$ cat src/rtl/core/lpc_pkg.sv
package lpc_pkg;

   // configuration register indexes
   localparam logic [2:0] CSR_LAYER_ENABLE    = 3'd0;
   localparam logic [2:0] CSR_BG_PRIORITIES   = 3'd1;
   localparam logic [2:0] CSR_BLEND_CONTROL   = 3'd2;
   localparam logic [2:0] CSR_ALPHA_FIRST     = 3'd3;
   localparam logic [2:0] CSR_ALPHA_SECOND    = 3'd4;
   localparam logic [2:0] CSR_BRIGHTNESS_STEP = 3'd5;
   localparam logic [2:0] CSR_WINDOWS_ENABLED = 3'd6;
   localparam logic [2:0] CSR_BACKDROP_COLOR  = 3'd7;

   // color effect codes, as in the effect field of blend_control
   localparam logic [1:0] FX_NONE     = 2'd0;
   localparam logic [1:0] FX_ALPHA    = 2'd1;
   localparam logic [1:0] FX_BRIGHTEN = 2'd2;
   localparam logic [1:0] FX_DARKEN   = 2'd3;

   // layer ids
   localparam logic [2:0] LAYER_SPRITE   = 3'd4;
   localparam logic [2:0] LAYER_BACKDROP = 3'd5;

   // priority code of the backdrop: lowest priority, layer five
   localparam logic [7:0] TOP_INIT   = 8'hF5;
   localparam int         OPAQUE_BIT = 15;
   localparam logic [4:0] COEF_MAX   = 5'd16;
   localparam logic [4:0] CHAN_MAX   = 5'd31;

   typedef struct packed {
      logic [3:0][15:0] bg_pixel;
      logic [14:0]      sprite_color;
      logic             sprite_opaque;
      logic [1:0]       sprite_priority;
      logic             sprite_semitransparent;
      logic [5:0]       window_mask;
   } req_type;

   typedef struct packed {
      logic [4:0]  layer_enable;
      logic [7:0]  bg_priorities;
      logic [13:0] blend_control;
      logic [4:0]  alpha_first;
      logic [4:0]  alpha_second;
      logic [4:0]  brightness_step;
      logic        windows_enabled;
      logic [15:0] backdrop_color;
   } cfg_type;

   typedef struct packed {
      logic [2:0]  top_id;
      logic [2:0]  back_id;
      logic [15:0] top_pix;
      logic [14:0] back_color;
      logic [1:0]  fx_op;
   } sel_type;

endpackage

$ cat src/rtl/core/lpc_req_if.sv
interface lpc_req_if;
   logic        valid;
   logic        ready;
   logic [15:0] bg0_pixel;
   logic [15:0] bg1_pixel;
   logic [15:0] bg2_pixel;
   logic [15:0] bg3_pixel;
   logic [14:0] sprite_color;
   logic        sprite_opaque;
   logic [1:0]  sprite_priority;
   logic        sprite_semitransparent;
   logic [5:0]  window_mask;

   modport source (
      output valid, bg0_pixel, bg1_pixel, bg2_pixel, bg3_pixel, sprite_color,
             sprite_opaque, sprite_priority, sprite_semitransparent, window_mask,
      input  ready
   );
   modport sink (
      input  valid, bg0_pixel, bg1_pixel, bg2_pixel, bg3_pixel, sprite_color,
             sprite_opaque, sprite_priority, sprite_semitransparent, window_mask,
      output ready
   );
endinterface

$ cat src/rtl/core/lpc_rsp_if.sv
interface lpc_rsp_if;
   logic        valid;
   logic        ready;
   logic [15:0] pixel_color;

   modport source (output valid, pixel_color, input ready);
   modport sink   (input valid, pixel_color, output ready);
endinterface

$ cat src/rtl/core/lpc_layer_select.sv
module lpc_layer_select (
   input  lpc_pkg::req_type px,
   input  lpc_pkg::cfg_type cfg,
   output lpc_pkg::sel_type sel
);

   logic [7:0]  top_code;
   logic [7:0]  back_code;
   logic [15:0] top_pix;
   logic [15:0] back_pix;
   logic [7:0]  cp;
   logic [4:0]  win_vis;
   logic        fx_allowed;
   logic        second_ok;
   logic [5:0]  first_tgt;
   logic [5:0]  second_tgt;
   logic [1:0]  effect;

   assign win_vis    = cfg.windows_enabled ? px.window_mask[4:0] : 5'h1F;
   assign fx_allowed = !cfg.windows_enabled || px.window_mask[5];
   assign first_tgt  = cfg.blend_control[5:0];
   assign second_tgt = cfg.blend_control[13:8];
   assign effect     = cfg.blend_control[7:6];

   // walk the layers in order: four backgrounds, then the sprite
   always_comb begin
      top_code  = lpc_pkg::TOP_INIT;
      back_code = lpc_pkg::TOP_INIT;
      top_pix   = cfg.backdrop_color;
      back_pix  = cfg.backdrop_color;
      cp        = '0;
      for (int l = 0; l < 4; l++) begin
         if (cfg.layer_enable[l] && px.bg_pixel[l][lpc_pkg::OPAQUE_BIT]) begin
            cp = {2'b00, cfg.bg_priorities[2*l +: 2], 4'(l)};
            if (cp < back_code && cp > top_code) begin
               back_pix  = px.bg_pixel[l];
               back_code = cp;
            end else if (cp < top_code && win_vis[l]) begin
               back_pix  = top_pix;
               top_pix   = px.bg_pixel[l];
               back_code = top_code;
               top_code  = cp;
            end
         end
      end
      if (cfg.layer_enable[4] && px.sprite_opaque) begin
         // sprite wins a tie: compare priority fields only
         cp = {2'b00, px.sprite_priority, 4'h0};
         if (cp <= {back_code[7:4], 4'h0} && cp > {top_code[7:4], 4'h0}) begin
            back_pix  = {1'b1, px.sprite_color};
            back_code = cp | 8'h04;
         end else if (cp <= {top_code[7:4], 4'h0} && win_vis[4]) begin
            back_pix  = top_pix;
            top_pix   = {1'b1, px.sprite_color};
            back_code = top_code;
            top_code  = cp | 8'h04;
         end
      end
   end

   assign second_ok = second_tgt[back_code[2:0]];

   always_comb begin
      sel.top_id     = top_code[2:0];
      sel.back_id    = back_code[2:0];
      sel.top_pix    = top_pix;
      sel.back_color = back_pix[14:0];
      sel.fx_op      = lpc_pkg::FX_NONE;
      if (top_code[2:0] == lpc_pkg::LAYER_SPRITE && px.sprite_semitransparent) begin
         // forced blend, regardless of effect field and first target; the second target must still match
         if (second_ok) begin
            sel.fx_op = lpc_pkg::FX_ALPHA;
         end
      end else if (fx_allowed && first_tgt[top_code[2:0]]) begin
         case (effect)
            lpc_pkg::FX_ALPHA: begin
               if (second_ok) begin
                  sel.fx_op = lpc_pkg::FX_ALPHA;
               end
            end
            lpc_pkg::FX_BRIGHTEN: sel.fx_op = lpc_pkg::FX_BRIGHTEN;
            lpc_pkg::FX_DARKEN:   sel.fx_op = lpc_pkg::FX_DARKEN;
            default:              sel.fx_op = lpc_pkg::FX_NONE;
         endcase
      end
   end

endmodule

$ cat src/rtl/core/layer_priority_compositor_blend.sv
// Per-pixel layer compositor with color effects.
// req_ch carries one pixel position per transfer: four background pixels,
// the sprite pixel with its priority and flags, and the window mask.
// rsp_ch returns one composited pixel_color per request, in order.
// The csr_ port writes the eight configuration registers; write them only
// while the pipeline is empty. Coefficient writes above 16 store 16.
// Pipeline: input register, layer select, effect multiply, effect combine.
// A request passes through these four registers in order before its result
// can transfer. Throughput is one pixel per cycle while rsp_ch is not
// stalled; each of the four register stages takes a new pixel every cycle.
// The three channel products of each coefficient run in parallel in the
// multiply stage, so no unit is shared between pixels.
// Reset (synchronous, active high) clears the configuration and the stage
// valid registers, which empties the pipeline. When rsp_ch is stalled the
// stages fill up and hold their contents; req_ch.ready drops only once all
// four stages are occupied, and nothing is lost or repeated.
module layer_priority_compositor_blend (
   input  logic        clock,
   input  logic        reset,
   lpc_req_if.sink     req_ch,
   lpc_rsp_if.source   rsp_ch,
   input  logic        csr_we,
   input  logic [2:0]  csr_index,
   input  logic [15:0] csr_wdata
);

   // configuration registers
   lpc_pkg::cfg_type cfg_ff;
   lpc_pkg::cfg_type cfg_in;
   logic [4:0]       csr_coef;

   // saturate coefficient writes at 16
   assign csr_coef = (csr_wdata[4:0] > lpc_pkg::COEF_MAX) ? lpc_pkg::COEF_MAX
                                                          : csr_wdata[4:0];

   always_comb begin
      cfg_in = cfg_ff;
      if (csr_we) begin
         case (csr_index)
            lpc_pkg::CSR_LAYER_ENABLE:    cfg_in.layer_enable    = csr_wdata[4:0];
            lpc_pkg::CSR_BG_PRIORITIES:   cfg_in.bg_priorities   = csr_wdata[7:0];
            lpc_pkg::CSR_BLEND_CONTROL:   cfg_in.blend_control   = csr_wdata[13:0];
            lpc_pkg::CSR_ALPHA_FIRST:     cfg_in.alpha_first     = csr_coef;
            lpc_pkg::CSR_ALPHA_SECOND:    cfg_in.alpha_second    = csr_coef;
            lpc_pkg::CSR_BRIGHTNESS_STEP: cfg_in.brightness_step = csr_coef;
            lpc_pkg::CSR_WINDOWS_ENABLED: cfg_in.windows_enabled = csr_wdata[0];
            lpc_pkg::CSR_BACKDROP_COLOR:  cfg_in.backdrop_color  = csr_wdata;
            default:                      cfg_in = cfg_ff;
         endcase
      end
   end

   always_ff @(posedge clock) begin
      if (reset) begin
         cfg_ff <= '0;
      end else begin
         cfg_ff <= cfg_in;
      end
   end

   // pipeline control: a stage loads when it is empty or its content moves on
   logic s1_vld_ff, s2_vld_ff, s3_vld_ff, s4_vld_ff;
   logic adv1, adv2, adv3, adv4;

   assign adv4 = !s4_vld_ff || rsp_ch.ready;
   assign adv3 = !s3_vld_ff || adv4;
   assign adv2 = !s2_vld_ff || adv3;
   assign adv1 = !s1_vld_ff || adv2;

   assign req_ch.ready = adv1;

   always_ff @(posedge clock) begin
      if (reset) begin
         s1_vld_ff <= 1'b0;
         s2_vld_ff <= 1'b0;
         s3_vld_ff <= 1'b0;
         s4_vld_ff <= 1'b0;
      end else begin
         if (adv1) s1_vld_ff <= req_ch.valid;
         if (adv2) s2_vld_ff <= s1_vld_ff;
         if (adv3) s3_vld_ff <= s2_vld_ff;
         if (adv4) s4_vld_ff <= s3_vld_ff;
      end
   end

   // stage 1: capture the request
   lpc_pkg::req_type s1_req_ff;
   lpc_pkg::req_type s1_req_in;

   always_comb begin
      s1_req_in.bg_pixel[0]            = req_ch.bg0_pixel;
      s1_req_in.bg_pixel[1]            = req_ch.bg1_pixel;
      s1_req_in.bg_pixel[2]            = req_ch.bg2_pixel;
      s1_req_in.bg_pixel[3]            = req_ch.bg3_pixel;
      s1_req_in.sprite_color           = req_ch.sprite_color;
      s1_req_in.sprite_opaque          = req_ch.sprite_opaque;
      s1_req_in.sprite_priority        = req_ch.sprite_priority;
      s1_req_in.sprite_semitransparent = req_ch.sprite_semitransparent;
      s1_req_in.window_mask            = req_ch.window_mask;
   end

   always_ff @(posedge clock) begin
      if (adv1) s1_req_ff <= s1_req_in;
   end

   // stage 2: resolve top and second layer, pick the effect
   lpc_pkg::sel_type s2_sel_ff;
   lpc_pkg::sel_type s2_sel_in;

   lpc_layer_select u_layer_select (
      .px  (s1_req_ff),
      .cfg (cfg_ff),
      .sel (s2_sel_in)
   );

   always_ff @(posedge clock) begin
      if (adv2) s2_sel_ff <= s2_sel_in;
   end

   // stage 3: per channel products
   // alpha: p0 = top * first, p1 = back * second
   // brighten: p0 = (31 - top) * step; darken: p0 = top * (16 - step)
   logic [2:0][9:0] s3_p0_ff, s3_p0_in;
   logic [2:0][9:0] s3_p1_ff, s3_p1_in;
   logic [15:0]     s3_top_ff;
   logic [1:0]      s3_op_ff;
   logic [4:0]      mul_b;

   always_comb begin
      case (s2_sel_ff.fx_op)
         lpc_pkg::FX_ALPHA:    mul_b = cfg_ff.alpha_first;
         lpc_pkg::FX_BRIGHTEN: mul_b = cfg_ff.brightness_step;
         default:              mul_b = lpc_pkg::COEF_MAX - cfg_ff.brightness_step;
      endcase
   end

   always_comb begin
      logic [4:0] t;
      logic [4:0] b;
      logic [4:0] mul_a;
      for (int k = 0; k < 3; k++) begin
         t     = s2_sel_ff.top_pix[5*k +: 5];
         b     = s2_sel_ff.back_color[5*k +: 5];
         mul_a = (s2_sel_ff.fx_op == lpc_pkg::FX_BRIGHTEN) ? (lpc_pkg::CHAN_MAX - t) : t;
         s3_p0_in[k] = 10'(mul_a) * 10'(mul_b);
         s3_p1_in[k] = 10'(b) * 10'(cfg_ff.alpha_second);
      end
   end

   always_ff @(posedge clock) begin
      if (adv3) begin
         s3_p0_ff  <= s3_p0_in;
         s3_p1_ff  <= s3_p1_in;
         s3_top_ff <= s2_sel_ff.top_pix;
         s3_op_ff  <= s2_sel_ff.fx_op;
      end
   end

   // stage 4: combine, saturate, and pick the final word
   logic [15:0] s4_pix_ff, s4_pix_in;

   always_comb begin
      logic [10:0] sum;
      logic [6:0]  q;
      logic [5:0]  lift;
      logic [4:0]  t;
      logic [14:0] fx;
      fx = '0;
      for (int k = 0; k < 3; k++) begin
         t    = s3_top_ff[5*k +: 5];
         sum  = {1'b0, s3_p0_ff[k]} + {1'b0, s3_p1_ff[k]};
         q    = sum[10:4];
         lift = {1'b0, t} + {1'b0, s3_p0_ff[k][8:4]};
         case (s3_op_ff)
            lpc_pkg::FX_ALPHA: begin
               fx[5*k +: 5] = (q > 7'(lpc_pkg::CHAN_MAX)) ? lpc_pkg::CHAN_MAX : q[4:0];
            end
            lpc_pkg::FX_BRIGHTEN: fx[5*k +: 5] = lift[4:0];
            lpc_pkg::FX_DARKEN:   fx[5*k +: 5] = s3_p0_ff[k][8:4];
            default:              fx[5*k +: 5] = t;
         endcase
      end
      // an applied effect clears bit 15; otherwise pass the chosen word
      s4_pix_in = (s3_op_ff == lpc_pkg::FX_NONE) ? s3_top_ff : {1'b0, fx};
   end

   always_ff @(posedge clock) begin
      if (adv4) s4_pix_ff <= s4_pix_in;
   end

   assign rsp_ch.valid       = s4_vld_ff;
   assign rsp_ch.pixel_color = s4_pix_ff;

   // back-pressure reaches the request side only with every stage occupied
   a_full_when_blocked: assert property (@(posedge clock) disable iff (reset)
      !req_ch.ready |-> (s1_vld_ff && s2_vld_ff && s3_vld_ff && s4_vld_ff))
      else $error("request side blocked with an empty stage");

   // a held select stage keeps its contents
   a_sel_hold: assert property (@(posedge clock) disable iff (reset)
      (s2_vld_ff && !adv3) |=> (s2_vld_ff && $stable(s2_sel_ff)))
      else $error("select stage changed while stalled");

   // the top layer, unless it is the backdrop, is an enabled layer
   a_top_enabled: assert property (@(posedge clock) disable iff (reset)
      (s2_vld_ff && s2_sel_ff.top_id != lpc_pkg::LAYER_BACKDROP)
      |-> cfg_ff.layer_enable[s2_sel_ff.top_id])
      else $error("disabled layer selected as top");

   // an effect result never carries bit 15
   a_fx_bit15: assert property (@(posedge clock) disable iff (reset)
      (adv4 && s3_vld_ff && s3_op_ff != lpc_pkg::FX_NONE) |=> !s4_pix_ff[15])
      else $error("effect result with bit 15 set");

endmodule
$ cat src/flat_wrapper.sv
// flat-port wrapper written by rule: the top's interface ports become plain ports
module layer_priority_compositor_blend_flat 
  (clock, reset, csr_we, csr_index, csr_wdata, req_ch_valid, req_ch_bg0_pixel, req_ch_bg1_pixel, req_ch_bg2_pixel, req_ch_bg3_pixel, req_ch_sprite_color, req_ch_sprite_opaque, req_ch_sprite_priority, req_ch_sprite_semitransparent, req_ch_window_mask, req_ch_ready, rsp_ch_valid, rsp_ch_pixel_color, rsp_ch_ready);
  lpc_req_if req_ch_i ();
  lpc_rsp_if rsp_ch_i ();
  input  logic clock;
  input  logic reset;
  input  logic csr_we;
  input  logic [2:0] csr_index;
  input  logic [15:0] csr_wdata;
  input wire logic [$bits(req_ch_i.valid)-1:0] req_ch_valid;
  input wire logic [$bits(req_ch_i.bg0_pixel)-1:0] req_ch_bg0_pixel;
  input wire logic [$bits(req_ch_i.bg1_pixel)-1:0] req_ch_bg1_pixel;
  input wire logic [$bits(req_ch_i.bg2_pixel)-1:0] req_ch_bg2_pixel;
  input wire logic [$bits(req_ch_i.bg3_pixel)-1:0] req_ch_bg3_pixel;
  input wire logic [$bits(req_ch_i.sprite_color)-1:0] req_ch_sprite_color;
  input wire logic [$bits(req_ch_i.sprite_opaque)-1:0] req_ch_sprite_opaque;
  input wire logic [$bits(req_ch_i.sprite_priority)-1:0] req_ch_sprite_priority;
  input wire logic [$bits(req_ch_i.sprite_semitransparent)-1:0] req_ch_sprite_semitransparent;
  input wire logic [$bits(req_ch_i.window_mask)-1:0] req_ch_window_mask;
  output wire logic [$bits(req_ch_i.ready)-1:0] req_ch_ready;
  output wire logic [$bits(rsp_ch_i.valid)-1:0] rsp_ch_valid;
  output wire logic [$bits(rsp_ch_i.pixel_color)-1:0] rsp_ch_pixel_color;
  input wire logic [$bits(rsp_ch_i.ready)-1:0] rsp_ch_ready;
  assign req_ch_i.valid = req_ch_valid;
  assign req_ch_i.bg0_pixel = req_ch_bg0_pixel;
  assign req_ch_i.bg1_pixel = req_ch_bg1_pixel;
  assign req_ch_i.bg2_pixel = req_ch_bg2_pixel;
  assign req_ch_i.bg3_pixel = req_ch_bg3_pixel;
  assign req_ch_i.sprite_color = req_ch_sprite_color;
  assign req_ch_i.sprite_opaque = req_ch_sprite_opaque;
  assign req_ch_i.sprite_priority = req_ch_sprite_priority;
  assign req_ch_i.sprite_semitransparent = req_ch_sprite_semitransparent;
  assign req_ch_i.window_mask = req_ch_window_mask;
  assign req_ch_ready = req_ch_i.ready;
  assign rsp_ch_valid = rsp_ch_i.valid;
  assign rsp_ch_pixel_color = rsp_ch_i.pixel_color;
  assign rsp_ch_i.ready = rsp_ch_ready;
  layer_priority_compositor_blend u_core (.clock(clock), .reset(reset), .req_ch(req_ch_i), .rsp_ch(rsp_ch_i), .csr_we(csr_we), .csr_index(csr_index), .csr_wdata(csr_wdata));
endmodule
$ cat config.mk
export PLATFORM = sky130hd
export DESIGN_NAME = layer_priority_compositor_blend_flat
export DESIGN_NICKNAME = d
export VERILOG_FILES = /design/src/rtl/core/lpc_pkg.sv /design/src/rtl/core/lpc_req_if.sv /design/src/rtl/core/lpc_rsp_if.sv /design/src/rtl/core/lpc_layer_select.sv /design/src/rtl/core/layer_priority_compositor_blend.sv /design/src/flat_wrapper.sv
export SDC_FILE = /design/constraint.sdc
export NUM_CORES = 1
export LEC_CHECK = 0
export BUFFER_PORTS_ARGS = -buffer_cell sky130_fd_sc_hd__buf_2
export CAP_MARGIN = 25
export CORE_MARGIN = 10
export CORE_UTILIZATION = 60
export CTS_CLUSTER_DIAMETER = 120
export DETAILED_ROUTE_END_ITERATION = 8
export HOLD_SLACK_MARGIN = 0.1
export PLACE_DENSITY = 0.79
export SYNTH_ARGS = -nofsm -noshare
export SYNTH_HDL_FRONTEND = slang
export SYNTH_SLANG_ARGS = --single-unit
$ cat constraint.sdc
create_clock -name clock -period 10.16 [get_ports clock]
set_input_delay 1.016 -clock clock [delete_from_list [all_inputs] [get_ports clock]]
set_output_delay 1.016 -clock clock [all_outputs]
set_load 0.1 [all_outputs]
==> run metrics, run 1 <==
Slowest cell on crit path a21boi_2; initial core utilization 0.604; Worst VDD drop about 0.00013 V; Seq/Total Area, Yosys 0.435; internal reg-to-reg setup slack between 1 and 1.5 ns; HPWL reported at the end of detailed placement roughly 32000 µm; Die Y between 150 and 200 µm; end of the worst register-to-register path u_core.s2_sel_ff[2]; syn_nets 2065; Port Buffers 130; Slew headroom 0.314; post-cts repair resize count 0; Synth cell types 75; hold worst-path end u_core.cfg_ff[33]; final setup violation count 0; TNS Setup 0 ns; Final Max Slew Viols 0; leading area contributor after synthesis edfxtp_1; Syn Area/Cell 10.3 µm²; post-route minimum period 9.00 ns; share of layout cells above drive strength 1 0.133; first-pass GRT wire length 66700 µm; Syn. warnings 0; measured slew at the worst slew-check pin 1.02 ns; clock tree buffer depth 3; core area approximately 30000 µm²; Mapped Area around 18000 µm²; most used cell, CP ha_1; Synth area leaders edfxtp_1 36%, ha_1 11%, dfxtp_1 7.1%, fa_1 6.4%, nand2_1 4.6%; reg2reg start u_core.cfg_ff[16]; routed wire length per instance 18.0 µm; clock sinks approximately 280; cells after synthesis 1733; area grow syn2layout 11.7%; Die W 192 µm; drt first-iter violations 769; Tot Pwr 2.64 mW; critical path startpoint category flop; crit-path max FO 63; Clock Pin Slew Worst Setup and Hold Paths 0.06 ns; CTS HTree Levels 1; largest net degree at the start of global routing 79; CP bufs+invs 2; GP Congestion approximately 0.91; most used flip-flop cell after synthesis edfxtp_1; Clk Latency, worst-skew pair between 0.5 and 0.6 ns; critical path arrival 9.38 ns; Hold Vio Cnt, Final 0; Cell Pwr Density approximately 130 nW/µm²; cts bufs inserted 30; worst hold start u_core.cfg_ff[33]; Worst Setup End Kind flop; vias in the first global route roughly 13000; Post-synth EDFFs 216; First-pass DRT Iterations 5; worst endpoint required time 10.54 ns; die area between 30000 and 40000 µm²; diode count 0; CP Class flop to flop; DRC 0; Pleak 9.15 nW; period utilization 0.886; hold depth 2; Largest stage delay, worst path 0.63 ns; worst hold path class flop to flop; clock skew 0.0102 ns; number of fill cells 2248; max-cap viol count 0; R2R depth 30; hold_buf cts 0; CTS tree built; Max Clock Freq between 100 and 150 MHz; I/O pin count 131; wirelength, routed 40600 µm; dpl cells 2204; GRT Residual Overflow 0; setup repair bufs after CTS 0; Root Buffer clkbuf_16; FFs w/ async S/R, synth 0; Yosys top cell area share 0.364; WHS 0.450 ns; initial antenna violation count 0; unrepaired setup endpoints after global routing false; final cell count without fillers 2261; Routed Antenna Nets 0; final net count 2179; Overall Global Routing Usage 0.221; FP Rows 63; vias between 10000 and 15000; status finished, final reports clean; Yosys reg bits 279; CP delay by family, top compound AO/OA/AOI/OAI gates; Via density 5.74
through the flow:
stage               worst slack [ns]  cell area [µm²]   util
floorplan                       2.76            17800      -
global placement                1.65            18800  0.639
detailed placement              1.27            18800  0.639
CTS                             1.25            19900  0.674
global route                   0.345            19900  0.675
finish                          1.16            19900  0.675
layer usage:
metal | up-vias | GRT usage | wire, µm
met5 | - | 0 | 0
li1 | 6388 | - | -
met1 | 6130 | 0.287 | 17600
met3 | 78 | 0.0432 | 2820
met4 | 0 | 0.0581 | 945
met2 | 382 | 0.372 | 19300
worst register-to-register path: cells and delay by family (launching register included):
kind / cells / cell delay, ns
AOI/OAI and AO/OA: 13 / 3.97
and+or+nand+nor: 10 / 2.19
adders and majority gates: 4 / 1.30
buffers and inverters: 2 / 0.73
DFF: 1 / 0.46
muxes: 1 / 0.17
flip-flops by register name, indices dropped and copies added, names as in the netlist, 2 cells and up:
signal	count
u_core.cfg_ff	59
u_core.rsp_ch.pixel_color	16
u_core.s1_req_ff	89
u_core.s2_sel_ff	33
u_core.s3_op_ff	2
u_core.s3_p0_ff	30
u_core.s3_p1_ff	30
u_core.s3_top_ff	16
area by class of cell:
class	instances	area, µm²	area share
clock buffer	39	836	0.0420
multi-input combinational	1275	9390	0.472
clock inverter	17	196	0.00988
inverter	112	420	0.0211
timing repair buffer	149	813	0.0409
tap	390	488	0.0245
sequential	279	7750	0.389
cell usage in the layout (no fill, tap or decap), drive strengths merged, types with 11 or more instances in the layout:
| cell type | count |
|---|---|
| a21o | 24 |
| a21oi | 131 |
| a22oi | 16 |
| a2bb2oi | 14 |
| a31oi | 18 |
| and2 | 55 |
| buf | 149 |
| clkbuf | 39 |
| clkinv | 11 |
| dfxtp | 63 |
| edfxtp | 216 |
| fa | 57 |
| ha | 162 |
| inv | 112 |
| mux2i | 55 |
| nand2 | 217 |
| nand2b | 11 |
| nand3 | 20 |
| nor2 | 153 |
| nor2b | 20 |
| nor3 | 12 |
| o21ai | 80 |
| o21bai | 22 |
| o221ai | 11 |
| o22ai | 11 |
| or2 | 16 |
| xnor2 | 49 |
| xor2 | 24 |
cell families (layout without fill, tap and decap cells):
| kind of cell | count (synthesis) | count (layout) | share of synthesized area |
|---|---|---|---|
| AOI/OAI and AO/OA | 392 | 392 | 0.143 |
| buffers and inverters | 179 | 317 | 0.0391 |
| muxes | 62 | 62 | 0.0353 |
| xor gates and xnor gates | 73 | 73 | 0.0359 |
| and+or+nand+nor | 529 | 529 | 0.134 |
| adders and majority gates | 219 | 219 | 0.178 |
| DFF | 279 | 279 | 0.435 |
power breakdown:
part	total, mW	internal [mW]	switching, mW
Combinational	0.214	0.0782	0.136
Sequential	1.31	1.27	0.0379
Clock	1.12	0.679	0.440
cell usage after synthesis, types with 3 or more instances:
cell	n
and2_1	54
mux2_2	7
nand2_1	217
nand3_1	20
o21ai_0	75
mux2i_1	55
buf_1	8
xor2_1	24
o221ai_1	11
buf_2	8
xnor2_1	49
a21o_1	24
o31ai_1	3
a22oi_1	16
clkbuf_1	48
o22ai_1	11
nor3_1	11
or3_1	6
a222oi_1	3
nor2b_1	20
o211ai_1	5
a221oi_1	6
ha_1	162
o21a_1	8
a21oi_1	130
o221a_2	3
a31o_2	3
edfxtp_1	216
a2111oi_2	3
nor2_1	152
inv_1	112
a211oi_1	5
o21bai_1	22
a22o_1	3
o21ai_2	3
dfxtp_1	63
a2bb2oi_1	14
nor3b_1	4
fa_1	57
a31oi_1	18
nand4_1	3
nand2b_1	11
or2_2	16
how the worst max path moves through the flow:
| stage | start | endpoint | slack [ns] | cells past startpoint |
|---|---|---|---|---|
| global route | u_core.cfg_ff[16] | u_core.s2_sel_ff[12] | 0.34 | 30 |
| floorplan | u_core.s1_req_ff[0] | u_core.s2_sel_ff[0] | 2.76 | 34 |
| detailed placement | u_core.cfg_ff[16] | u_core.s2_sel_ff[2] | 1.27 | 30 |
| finish | u_core.cfg_ff[16] | u_core.s2_sel_ff[2] | 1.16 | 30 |
| global placement | u_core.cfg_ff[16] | u_core.s2_sel_ff[7] | 1.65 | 30 |
| CTS | u_core.cfg_ff[16] | u_core.s2_sel_ff[2] | 1.25 | 30 |
Note: power is estimated with default switching activity, not from simulation.
==> run 2, diff against run 1 <==
--- a/config.mk
+++ b/config.mk
@@ -13,6 +13,8 @@
 export DETAILED_ROUTE_END_ITERATION = 8
 export HOLD_SLACK_MARGIN = 0.1
 export PLACE_DENSITY = 0.79
+export SLEW_MARGIN = 0
 export SYNTH_ARGS = -nofsm -noshare
 export SYNTH_HDL_FRONTEND = slang
+export SYNTH_HIERARCHICAL = 1
 export SYNTH_SLANG_ARGS = --single-unit
==> run metrics, run 2 <==
status finished, final reports clean; Clock Pin Slew Worst Setup and Hold Paths 0.06 ns (about the same); syn_nets 2118 (+2.6%); measured slew at the worst slew-check pin 1.00 ns (-0.0192 ns); die area 37500 µm² (+1.4%); CTS tree built; Clk Latency, worst-skew pair 0.56 ns (about the same); Pleak 9.16 nW (+0.16%); core area 29700 µm² (+0.80%); Largest register FFs 89 (unchanged); Syn Area/Cell 10.1 µm² (-1.4%); worst endpoint required time 10.58 ns (+0.04 ns); GRT Residual Overflow 0 (unchanged); post-cts repair resize count 0 (unchanged); Port Buffers 130 (unchanged); Hold Vio Cnt, Final 0 (unchanged); routed wire length per instance 19.0 µm (+5.6%); Cell Pwr Density 125 nW/µm² (-5.9%); final net count 2229 (+2.3%); Die W 194 µm (+0.69%); CP Class flop to flop; CP delay by family, top compound AO/OA/AOI/OAI gates; Die Y 194 µm (+0.69%); Routed Antenna Nets 0 (unchanged); period utilization 0.892 (+0.00670); Worst VDD drop 0.000134 V (+2.3%); hold_buf cts 0 (unchanged); WHS 0.472 ns (+0.0215 ns); worst hold start u_core/s2_vld_ff; worst setup path startpoint u_core/cfg_ff[16]; share of layout cells above drive strength 1 0.127 (-0.00520); cts bufs inserted 29 (-3.3%); DRC 0 (unchanged); I/O pin count 131 (unchanged); clock skew 0.0200 ns (+0.00977 ns); worst hold path class flop to flop; Largest stage delay, worst path 0.93 ns (+0.30 ns); Via density 5.91 (+3.0%); dpl cells 2252 (+2.2%); CTS HTree Levels 1 (unchanged); GP Congestion 0.885 (-2.7%); Max Clock Freq 110 MHz (-0.75%); final cell count without fillers 2306 (+2.0%); final setup violation count 0 (unchanged); Slowest cell on crit path a2111oi_0; Cell Area, Placed 19100 µm² (+1.5%); unrepaired setup endpoints after global routing false; Final Max Slew Viols 0 (unchanged); vias in the first global route 13400 (+2.4%); most common cell after layout, fill and taps aside nand2_1; Tot Pwr 2.51 mW (-5.1%); clock sinks 279 (unchanged); first-pass GRT wire length 70100 µm (+5.1%); Root Buffer clkbuf_16; vias 13600 (+5.0%); Finished Core Util 0.675 (about the same); commonest cells after routing, fill and taps aside 240 x nand2_1, 216 x edfxtp_1, 163 x ha_1; Biggest register u_core/s1_req_ff; First-pass DRT Iterations 5 (unchanged); FP Rows 63 (unchanged); critical path startpoint category flop; largest net degree at the start of global routing 79 (unchanged); Mapped Area 18100 µm² (+1.5%); TNS Setup 0 ns (unchanged); Slew headroom 0.315 (+0.000784); CP bufs+invs 3 (+1); post-route minimum period 9.07 ns (+0.0681 ns); max-cap viol count 0 (unchanged); Place WS 1.28 ns (+0.00640 ns); HPWL reported at the end of detailed placement 34500 µm (+8.7%); diode count 0 (unchanged); initial core utilization 0.608 (+0.00441); Worst Setup End Kind flop; area grow syn2layout 11.0%; clock tree buffer depth 3 (unchanged); Overall Global Routing Usage 0.224 (+0.00297); Syn. warnings 6 (+6); cells after synthesis 1785 (+3.0%); post-route setup slack 1.09 ns (-0.0681 ns); fin area 20100 µm² (+0.86%); reg2reg start u_core/cfg_ff[16]; critical path arrival 9.49 ns (+0.11 ns); wirelength, routed 43800 µm (+7.7%); setup repair bufs after CTS 0 (unchanged); crit-path max FO 26 (-59%); Top Registers u_core/s1_req_ff x89, u_core/cfg_ff x59, u_core/s2_sel_ff x33; drt first-iter violations 986 (+28%); initial antenna violation count 0 (unchanged)
[run 2: cell type report]
class | instances | area (µm²)
clock inverters | 10 | 51.3
multi-input cells | 1324 | 9660
well taps | 390 | 488
repair buffers | 153 | 866
flip-flops and latches | 279 | 7750
inverters | 109 | 409
clock buffers | 41 | 837
fillers | 2236 | 9650
[run 2: power breakdown]
part           internal [mW]  switching (mW)  total [mW]
Sequential              1.27          0.0376        1.31
Clock                  0.569           0.429       0.998
Combinational         0.0757           0.129       0.204
[run 2: worst min-delay path, delay by kind of cell (launching register included)]
kind	cells	cell delay [ns]
compound gates	1	0.04
simple gates	1	0.07
flops	1	0.32
[run 2: path summary, 6_finish.rpt]
path | endpoint | slack, ns | cells after the start
worst min register to register | u_core/s3_vld_ff | 0.47 | 2
worst max-delay path | u_core/s2_sel_ff[16] | 1.09 | 34
worst min-delay path | u_core/s3_vld_ff | 0.47 | 2
worst max register to register | u_core/s2_sel_ff[16] | 1.09 | 34
[run 2: per-layer routing]
metal | share of wire | track usage
met4 | 0.031 | 0.0715
met2 | 0.48 | 0.384
met5 | 0 | 0
met3 | 0.066 | 0.0341
met1 | 0.42 | 0.286
